$ cat config.mk
export PLATFORM = sky130hd
export DESIGN_NAME = rule30_counter_random_generator
export DESIGN_NICKNAME = d
export VERILOG_FILES = /design/src/rtl/r30rng_pkg.sv /design/src/rtl/r30rng_dp.sv /design/src/rtl/r30rng_ctrl.sv /design/src/rtl/rule30_counter_random_generator.sv
export SDC_FILE = /design/constraint.sdc
export NUM_CORES = 1
export LEC_CHECK = 0
export ABC_AREA = 1
export BUFFER_PORTS_ARGS = -buffer_cell sky130_fd_sc_hd__buf_2
export CORE_MARGIN = 3
export CORE_UTILIZATION = 25
export DETAILED_ROUTE_END_ITERATION = 10
export PLACE_DENSITY = 0.45
export SLEW_MARGIN = 20
export SYNTH_ARGS = -nofsm -noshare
export SYNTH_HDL_FRONTEND = slang
export SYNTH_SLANG_ARGS = --single-unit
$ cat constraint.sdc
create_clock -name aclk -period 11.5 [get_ports aclk]
set_input_delay 1.15 -clock aclk [delete_from_list [all_inputs] [get_ports aclk]]
set_output_delay 1.15 -clock aclk [all_outputs]
set_load 0.01 [all_outputs]
$ cat src/rtl/r30rng_pkg.sv
`timescale 1ns / 1ps

package r30rng_pkg;

    localparam int unsigned WORD_W = 32;
    localparam int unsigned HALF_W = 16;

    localparam logic [WORD_W-1:0] RESET_WORD = 32'd1946;

    localparam logic [1:0] OP_SEED  = 2'd0;
    localparam logic [1:0] OP_RAW   = 2'd1;
    localparam logic [1:0] OP_MOD   = 2'd2;
    localparam logic [1:0] OP_MOD16 = 2'd3;

    // commands from controller to datapath
    typedef struct packed {
        logic accept;
        logic div_step;
        logic out_load;
    } r30rng_cmd_t;

    // status from datapath to controller
    typedef struct packed {
        logic need_div;
    } r30rng_stat_t;

endpackage

$ cat src/rtl/r30rng_dp.sv
`timescale 1ns / 1ps

module r30rng_dp
    import r30rng_pkg::*;
(
    input  logic                aclk,
    input  logic                aresetn,
    input  r30rng_cmd_t         cmd,
    output r30rng_stat_t        stat,
    input  logic [1:0]          s_opcode,
    input  logic [WORD_W-1:0]   s_seed_value,
    input  logic [WORD_W-1:0]   s_bound,
    output logic [WORD_W-1:0]   m_value
);

    logic [WORD_W-1:0] word_reg, word_next;
    logic [WORD_W-1:0] cnt_reg, cnt_next;
    logic [WORD_W-1:0] rem_reg, rem_next;
    logic [WORD_W-1:0] dvd_reg, dvd_next;
    logic [WORD_W-1:0] dsr_reg, dsr_next;
    logic [WORD_W-1:0] value_reg, value_next;

    logic [WORD_W-1:0] stepped;
    logic [WORD_W:0]   trial;
    logic [WORD_W:0]   diff;
    logic              bound_nz;
    logic              bound16_nz;

    assign stepped = {word_reg[0], word_reg[WORD_W-1:1]}
                   ^ (word_reg | {word_reg[WORD_W-2:0], word_reg[WORD_W-1]})
                   ^ cnt_reg;

    assign bound_nz   = (s_bound != '0);
    assign bound16_nz = (s_bound[HALF_W-1:0] != '0);

    assign stat.need_div = ((s_opcode == OP_MOD) && bound_nz)
                        || ((s_opcode == OP_MOD16) && bound16_nz);

    // restoring division, one quotient bit a cycle; only the remainder is kept
    assign trial = {rem_reg, dvd_reg[WORD_W-1]};
    assign diff  = trial - {1'b0, dsr_reg};

    always_comb begin
        word_next  = word_reg;
        cnt_next   = cnt_reg;
        rem_next   = rem_reg;
        dvd_next   = dvd_reg;
        dsr_next   = dsr_reg;
        value_next = value_reg;
        if (cmd.accept) begin
            unique case (s_opcode)
                OP_SEED: begin
                    if (s_seed_value != '0) begin
                        word_next = s_seed_value;
                        cnt_next  = '0;
                        rem_next  = s_seed_value;
                    end else begin
                        word_next = stepped;
                        cnt_next  = cnt_reg + 1'b1;
                        rem_next  = stepped;
                    end
                end
                OP_RAW: begin
                    word_next = stepped;
                    cnt_next  = cnt_reg + 1'b1;
                    rem_next  = stepped;
                end
                OP_MOD: begin
                    if (bound_nz) begin
                        word_next = stepped;
                        cnt_next  = cnt_reg + 1'b1;
                    end
                    rem_next = '0;
                    dvd_next = stepped;
                    dsr_next = s_bound;
                end
                OP_MOD16: begin
                    if (bound16_nz) begin
                        word_next = stepped;
                        cnt_next  = cnt_reg + 1'b1;
                    end
                    rem_next = '0;
                    dvd_next = {{(WORD_W-HALF_W){1'b0}}, stepped[HALF_W-1:0]};
                    dsr_next = {{(WORD_W-HALF_W){1'b0}}, s_bound[HALF_W-1:0]};
                end
                default: begin
                    rem_next = '0;
                end
            endcase
        end else if (cmd.div_step) begin
            rem_next = diff[WORD_W] ? trial[WORD_W-1:0] : diff[WORD_W-1:0];
            dvd_next = {dvd_reg[WORD_W-2:0], 1'b0};
        end
        if (cmd.out_load) begin
            value_next = rem_reg;
        end
    end

    always_ff @(posedge aclk) begin
        if (!aresetn) begin
            word_reg <= RESET_WORD;
            cnt_reg  <= '0;
        end else begin
            word_reg <= word_next;
            cnt_reg  <= cnt_next;
        end
    end

    always_ff @(posedge aclk) begin
        rem_reg   <= rem_next;
        dvd_reg   <= dvd_next;
        dsr_reg   <= dsr_next;
        value_reg <= value_next;
    end

    assign m_value = value_reg;

endmodule

$ cat src/rtl/r30rng_ctrl.sv
`timescale 1ns / 1ps

module r30rng_ctrl
    import r30rng_pkg::*;
(
    input  logic          aclk,
    input  logic          aresetn,
    input  logic          s_valid,
    output logic          s_ready,
    output logic          m_valid,
    input  logic          m_ready,
    input  r30rng_stat_t  stat,
    output r30rng_cmd_t   cmd
);

    localparam logic [1:0] ST_IDLE = 2'd0;
    localparam logic [1:0] ST_DIV  = 2'd1;
    localparam logic [1:0] ST_PUT  = 2'd2;

    localparam int unsigned ITER_W = $clog2(WORD_W);
    localparam logic [ITER_W-1:0] ITER_LAST = ITER_W'(WORD_W - 1);

    logic [1:0]        state_reg, state_next;
    logic [ITER_W-1:0] iter_reg, iter_next;
    logic              m_valid_reg, m_valid_next;
    logic              out_free;

    assign out_free = !m_valid_reg || m_ready;

    always_comb begin
        state_next   = state_reg;
        iter_next    = iter_reg;
        cmd          = '0;
        s_ready      = 1'b0;
        unique case (state_reg)
            ST_IDLE: begin
                s_ready = 1'b1;
                if (s_valid) begin
                    cmd.accept = 1'b1;
                    iter_next  = '0;
                    state_next = stat.need_div ? ST_DIV : ST_PUT;
                end
            end
            ST_DIV: begin
                cmd.div_step = 1'b1;
                iter_next    = iter_reg + 1'b1;
                if (iter_reg == ITER_LAST) begin
                    state_next = ST_PUT;
                end
            end
            ST_PUT: begin
                if (out_free) begin
                    cmd.out_load = 1'b1;
                    state_next   = ST_IDLE;
                end
            end
            default: begin
                state_next = ST_IDLE;
            end
        endcase
    end

    always_comb begin
        m_valid_next = m_valid_reg;
        if (cmd.out_load) begin
            m_valid_next = 1'b1;
        end else if (m_ready) begin
            m_valid_next = 1'b0;
        end
    end

    always_ff @(posedge aclk) begin
        if (!aresetn) begin
            state_reg   <= ST_IDLE;
            iter_reg    <= '0;
            m_valid_reg <= 1'b0;
        end else begin
            state_reg   <= state_next;
            iter_reg    <= iter_next;
            m_valid_reg <= m_valid_next;
        end
    end

    assign m_valid = m_valid_reg;

endmodule

$ cat src/rtl/rule30_counter_random_generator.sv
`timescale 1ns / 1ps
// Rule 30 random generator with step counter, 32-bit word.
// Input channel s_*: one request word per handshake (s_opcode, s_seed_value,
// s_bound). Opcode 0 reseeds (zero seed draws instead), 1 draws the raw word,
// 2 draws modulo s_bound, 3 draws the low half modulo the low half of s_bound.
// Output channel m_*: exactly one m_value word per request, in order.
// Reseed, raw draw and zero-bound requests go from acceptance straight to
// the output load; ranged draws first run the bit-serial remainder unit and
// then the output load. The step is taken at acceptance.
// One request is worked at a time; s_ready is high only while the controller
// is idle. The output register holds a finished word, so the next request is
// taken while the receiver stalls; it then waits before its own output load.
// Synchronous active-low reset sets the word to 1946, the counter to zero and
// empties the output register.
module rule30_counter_random_generator
    import r30rng_pkg::*;
(
    input  logic                aclk,
    input  logic                aresetn,
    input  logic                s_valid,
    output logic                s_ready,
    input  logic [1:0]          s_opcode,
    input  logic [WORD_W-1:0]   s_seed_value,
    input  logic [WORD_W-1:0]   s_bound,
    output logic                m_valid,
    input  logic                m_ready,
    output logic [WORD_W-1:0]   m_value
);

    r30rng_cmd_t  cmd;
    r30rng_stat_t stat;

    r30rng_ctrl u_ctrl (
        .aclk    (aclk),
        .aresetn (aresetn),
        .s_valid (s_valid),
        .s_ready (s_ready),
        .m_valid (m_valid),
        .m_ready (m_ready),
        .stat    (stat),
        .cmd     (cmd)
    );

    r30rng_dp u_dp (
        .aclk         (aclk),
        .aresetn      (aresetn),
        .cmd          (cmd),
        .stat         (stat),
        .s_opcode     (s_opcode),
        .s_seed_value (s_seed_value),
        .s_bound      (s_bound),
        .m_value      (m_value)
    );

`ifndef ASSERT_OFF
    a_busy_after_accept: assert property (@(posedge aclk) disable iff (!aresetn)
        (s_valid && s_ready) |=> !s_ready)
        else $error("request taken while previous one still in work");

    a_no_overwrite: assert property (@(posedge aclk) disable iff (!aresetn)
        cmd.out_load |-> (!m_valid || m_ready))
        else $error("output word overwritten before it was taken");

    a_div_not_idle: assert property (@(posedge aclk) disable iff (!aresetn)
        cmd.div_step |-> (!s_ready && !cmd.accept && !cmd.out_load))
        else $error("remainder unit stepping outside its phase");
`endif

endmodule

==> results of run 1 <==
## final cells by class
class / instances / area (um2)
fillers: 5745 / 36860
multi-input cells: 1313 / 6467
flip-flops and latches: 200 / 5285
inverters: 330 / 1239
well taps: 680 / 850.8
repair buffers: 113 / 610.6
clock buffers: 21 / 493.0
clock inverters: 11 / 123.9
## routing by layer
layer	vias to the layer above	share of wire	wire length [um]	GRT usage
met5	-	0.00041	17	0
met4	2	0.022	919	0.04526
met3	48	0.037	1547	0.02432
met2	212	0.47	19450	0.2469
met1	5494	0.47	19760	0.2014
li1	6129	-	-	-
## power groups by stage
stage | registers [W] | clock network [W] | logic, W
2_1_floorplan | 0.00101 | 0 | 0.000953
3_3_place_gp | 0.00106 | 0 | 0.00124
3_5_place_dp | 0.00106 | 0 | 0.00125
4_1_cts | 0.00104 | 0.000669 | 0.00125
5_1_grt | 0.00106 | 0.000691 | 0.00143
6_report | 0.00104 | 0.000645 | 0.00125
## cells in the mapped netlist (all sizes together)
| library cell | count | area share |
|---|---|---|
| a21o | 1 | 0.00057 |
| edfxtp | 128 | 0.29 |
| nor3 | 39 | 0.015 |
| a21oi | 90 | 0.036 |
| buf | 28 | 0.015 |
| or2 | 1 | 0.00047 |
| nor2 | 205 | 0.059 |
| o21bai | 6 | 0.0034 |
| xor2 | 48 | 0.032 |
| inv | 328 | 0.093 |
| and2 | 3 | 0.0014 |
| nand2 | 568 | 0.17 |
| and3 | 2 | 0.00094 |
| a221oi | 1 | 0.00066 |
| dfxtp | 72 | 0.11 |
| xnor2 | 32 | 0.021 |
| fa | 1 | 0.0015 |
| ha | 35 | 0.033 |
| o21ai | 136 | 0.051 |
| nand4 | 26 | 0.012 |
| clkinv | 2 | 0.00057 |
| nand3b | 6 | 0.0034 |
| clkbuf | 28 | 0.0079 |
| nand3 | 113 | 0.045 |
## logic make-up after synthesis
| family | count (synthesis) | synth area share |
|---|---|---|
| XOR/XNOR | 80 | 0.05284 |
| AO/OA/AOI/OAI | 234 | 0.09162 |
| adder cells (fa/ha/maj) | 36 | 0.03453 |
| AND/OR/NAND/NOR | 963 | 0.3062 |
| buffers and inverters | 386 | 0.1162 |
| flip-flops | 200 | 0.3986 |
## worst paths after layout
kind                             from                  to  slack [ns]
hold / removal     u_ctrl.iter_reg[3]  u_ctrl.iter_reg[3]        0.47
setup reg to reg  u_ctrl.state_reg[1]    u_dp.cnt_reg[24]        7.99
setup / recovery              s_valid    u_dp.cnt_reg[24]        7.72
hold reg to reg    u_ctrl.iter_reg[3]  u_ctrl.iter_reg[3]        0.47
## critical path, stage by stage
cell and delay (ns):
buf_2 0.10, nand2_2 0.05, buf_4 0.26, inv_2 0.46, o21ai_1 0.23, a21oi_4 0.15, buf_4 0.61, nand3_2 0.26
nand2_1 0.65, nor2_1 0.11
## per-stage QoR
step                      cells  total power (W)
after detailed placement   2635         0.002303
after global routing       2668         0.003173
after CTS                  2667         0.002964
after global placement     2635         0.002302
final                      2668         0.002934
after floorplan            1899         0.001963
==> metrics.txt, run 1 <==
status=completed; crit end category=flop; Min Hold Slack=0.4737 ns; Final Slew Violations=0; Hold Crit Class=flop to flop; Slew headroom=0.3286; gr ovfl total=0; die area=roughly 56000 um2; Die X=236.3 um; Peak supply drop=approximately 140 uV; Yosys Warn Count=0; core area=just over 50000 um2; Seq cells post-synth=200; Syn Inst Count=1899; DR pass1 iterations=5; layout cells sized above 1=0.09859; largest net degree at the start of global routing=78; post-route ant nets=0; Netlist cell types=39; max cap viols=0; Sequential Power Share=0.355; Die H=236.3 um; H-tree depth=4; Tcrit/Tclk final=0.3284; # nets final=about 2100; Ant. Diodes=0; postcts setup bufs=0; DRC violations left=0; WL final=about 42 mm; Final setup violation count=0; GRT Overall Usage=0.1499; Setup crit start kind=primary input; vias in the first global route=11778; post-route setup slack=7.723 ns; Avg Cell Area, Syn=6.983 um2; area grow syn2layout=13.64%; Worst-path clk slew=0.08 ns; most common cell after layout, fill and taps aside=nand2_1; kind of critical path=primary input to flop; TritonCTS Buffers=17; pre-CTS setup slack=7.211 ns; fin util=0.2902; fmax=264.8 MHz; Hold Violations, Final=0; cell area power density=roughly 190 nW/um2; via count=11885; CP Data Required Time=11.83 ns; Int Pwr=0.001681 W; crit path DAT=~4 ns; Port Buffers=between 100 and 150; placed cell areas=between 10000 and 15000 um2; I/O Pins=104; gp weighted congestion=0.8435; fin area=15070 um2; P_sw=0.001254 W; Logic pwr share=0.426; post-CTS sizing=0; worst-path fanout max=77; CTS root buf=clkbuf_16; Wirelength per Cell=15.63 um; R2R cell count=10; CTS tree=built; Worst Hold Depth=2; Clock power frac=0.220; Tmin final=between 3 and 4 ns; worst slew pin tran=1.007 ns; Final TNS setup=0 ns; first-pass GRT wire length=65.50 mm; sequential area share after synthesis=0.3986; Starting Density=0.2554; detailed placement HPWL=approximately 33 mm; Pleak=6.992 nW; unrepaired setup endpoints after global routing=false; clk buf depth=2; cts hold-fix bufs=0; initial antenna violation count=1; switching share of power=0.4272; worst skew pair latency=about 0.47 ns; Worst Skew=0.01299 ns; most frequent cells in the layout=nand2_1 (542), inv_1 (324), nor2_1 (196); Syn Nets=2005; Vias/cell=4.455; Clock Sink Count=200; row cnt=83; Iteration-0 DRC Markers=693; Syn Std Cell Area=13260 um2
(Power assumes the default switching activity.)
==> run 2: changes to the inputs <==
Clock period 11.5 ns to 3.7 ns, I/O delays scaled along.
==> run 2 against run 1 <==
  * Design area is essentially flat
  * Non-clock buffer count is 8 higher
  * Power grew to 3.1 times the previous value
  * Critical path depth rose by 3
  * Final cell count increased by 0.30%
  * Clock power grew to 2.9 times the previous value
  * Sequential share of layout area is essentially flat
  * Via count increased by 1.3%
  * Setup slack got worse by 7.1 ns
  * Sequential power grew to 3.1 times the previous value
  * Die area unchanged
  * Flip-flop and latch count is the same
==> metrics.txt, run 2 (synthesized netlist as in run 1, its figures left out) <==
Ant. Diodes=0; Hold Violations, Final=0; Worst-path clk slew=0.08 ns; # nets final=2089; kind of critical path=flop to flop; status=completed; crit end category=flop; DRC violations left=0; Starting Density=0.2554; unrepaired setup endpoints after global routing=false; post-route ant nets=0; worst skew pair latency=~0.46 ns; Die X=236.3 um; post-CTS sizing=0; Tmin final=slightly above 3 ns; placed cell areas=between 10000 and 15000 um2; TritonCTS Buffers=17; row cnt=83; die area=about 56000 um2; Clock Sink Count=200; Final setup violation count=0; cts hold-fix bufs=0; largest net degree at the start of global routing=82; Tcrit/Tclk final=0.8299; Slew headroom=0.3969; max cap viols=0; initial antenna violation count=1; Port Buffers=103; most frequent cells in the layout=nand2_1 (542), inv_1 (326), nor2_1 (197); Vias/cell=4.501; vias in the first global route=11844; Wirelength per Cell=16.28 um; worst slew pin tran=0.9046 ns; GRT Overall Usage=0.1547; multi-input logic area=6465 um2; Pleak=7.021 nW; H-tree depth=4; Hold Crit Class=primary input to flop; layout cells sized above 1=0.09970; gr ovfl total=0; area grow syn2layout=13.70%; via count=12045; pre-CTS setup slack=roughly 0.66 ns; post-route setup slack=0.6292 ns; most common cell after layout, fill and taps aside=nand2_1; Placed Cells=2644; detailed placement HPWL=33.56 mm; CTS tree=built; CP Data Required Time=3.90 ns; gp weighted congestion=0.8799; WL final=around 44 mm; Final TNS setup=0 ns; Final Slew Violations=0; core area=51920 um2; register area=5285 um2; fmax=325.7 MHz; cell area power density=596.2 nW/um2; CTS root buf=clkbuf_16; crit path DAT=3.27 ns; Die H=236.3 um; clk buf depth=2; Iteration-0 DRC Markers=736; postcts setup bufs=0; Peak supply drop=about 360 uV; worst-path fanout max=30; Setup crit start kind=flop; Fillers=5767; first-pass GRT wire length=67.40 mm; final cell count without fillers=around 2700; DR pass1 iterations=6; fin area=15080 um2; I/O Pins=about 100; Worst Skew=0.009836 ns
==> run 2: cell count changes in the layout (fill, tap and decap cells not counted), sizes merged <==
cell / previous run / this run
bufinv: 1 / 0
clkinvlp: 1 / 0
clkbuf: 21 / 25
inv: 334 / 332
buf: 113 / 121
==> run 2: path summary, 6_finish.rpt <==
| check | cells past startpoint | from | to | slack (ns) |
|---|---|---|---|---|
| setup / recovery | 13 | u_dp.rem_reg[5] | u_dp.rem_reg[19] | 0.63 |
| hold / removal | 1 | s_bound[5] | u_dp.dsr_reg[5] | 0.10 |
| hold reg to reg | 2 | u_ctrl.iter_reg[4] | u_ctrl.iter_reg[4] | 0.47 |
| setup reg to reg | 13 | u_dp.rem_reg[5] | u_dp.rem_reg[19] | 0.63 |
==> run 2: where the power goes <==
part | internal [W] | total [W] | switching [W]
registers | 0.00290 | 0.00318 | 0.000281
clock network | 0.000997 | 0.00188 | 0.000885
logic | 0.00128 | 0.00393 | 0.00264
total | 0.00518 | 0.00899 | 0.00381
==> run 2: layer usage <==
layer | vias to the layer above | track usage | wire (um)
met3 | 38 | 0.02514 | 1714
met1 | 5585 | 0.2032 | 20320
met5 | - | 0 | 17
met2 | 273 | 0.2636 | 20700
li1 | 6147 | - | -
met4 | 2 | 0.04050 | 815
==> run 2: area by class of cell <==
cell class | instances | area share
Tap cell | 680 | 0.05643
Multi-Input combinational cell | 1313 | 0.4288
Clock buffer | 25 | 0.03510
Inverter | 330 | 0.08216
Sequential cell | 200 | 0.3505
Clock inverter | 7 | 0.002490
Timing Repair Buffer | 121 | 0.04448
==> run 2: worst max-delay path, stage by stage, from the launching register on <==
cell and delay (ns):
edfxtp_1 0.46, ha_1 0.37, nand2_2 0.13, inv_1 0.06, a21oi_2 0.17, nand2_2 0.11, nand2_2 0.09, nand2_4 0.06
nand2_4 0.09, nand3_4 0.38, nand2_4 0.54, nand2_1 0.13, nand3_1 0.09, nand2_1 0.06
==> run 2: per-stage QoR <==
stage / hold slack [ns] / util / power (W)
after detailed placement: 0.4620 / 0.2794 / 0.007155
after global placement: 0.4551 / 0.2789 / 0.007137
after CTS: 0.07109 / 0.2904 / 0.009089
after floorplan: 0.4435 / - / 0.006100
after global routing: 0.07499 / 0.2904 / 0.009735
final: 0.1024 / 0.2904 / 0.008988
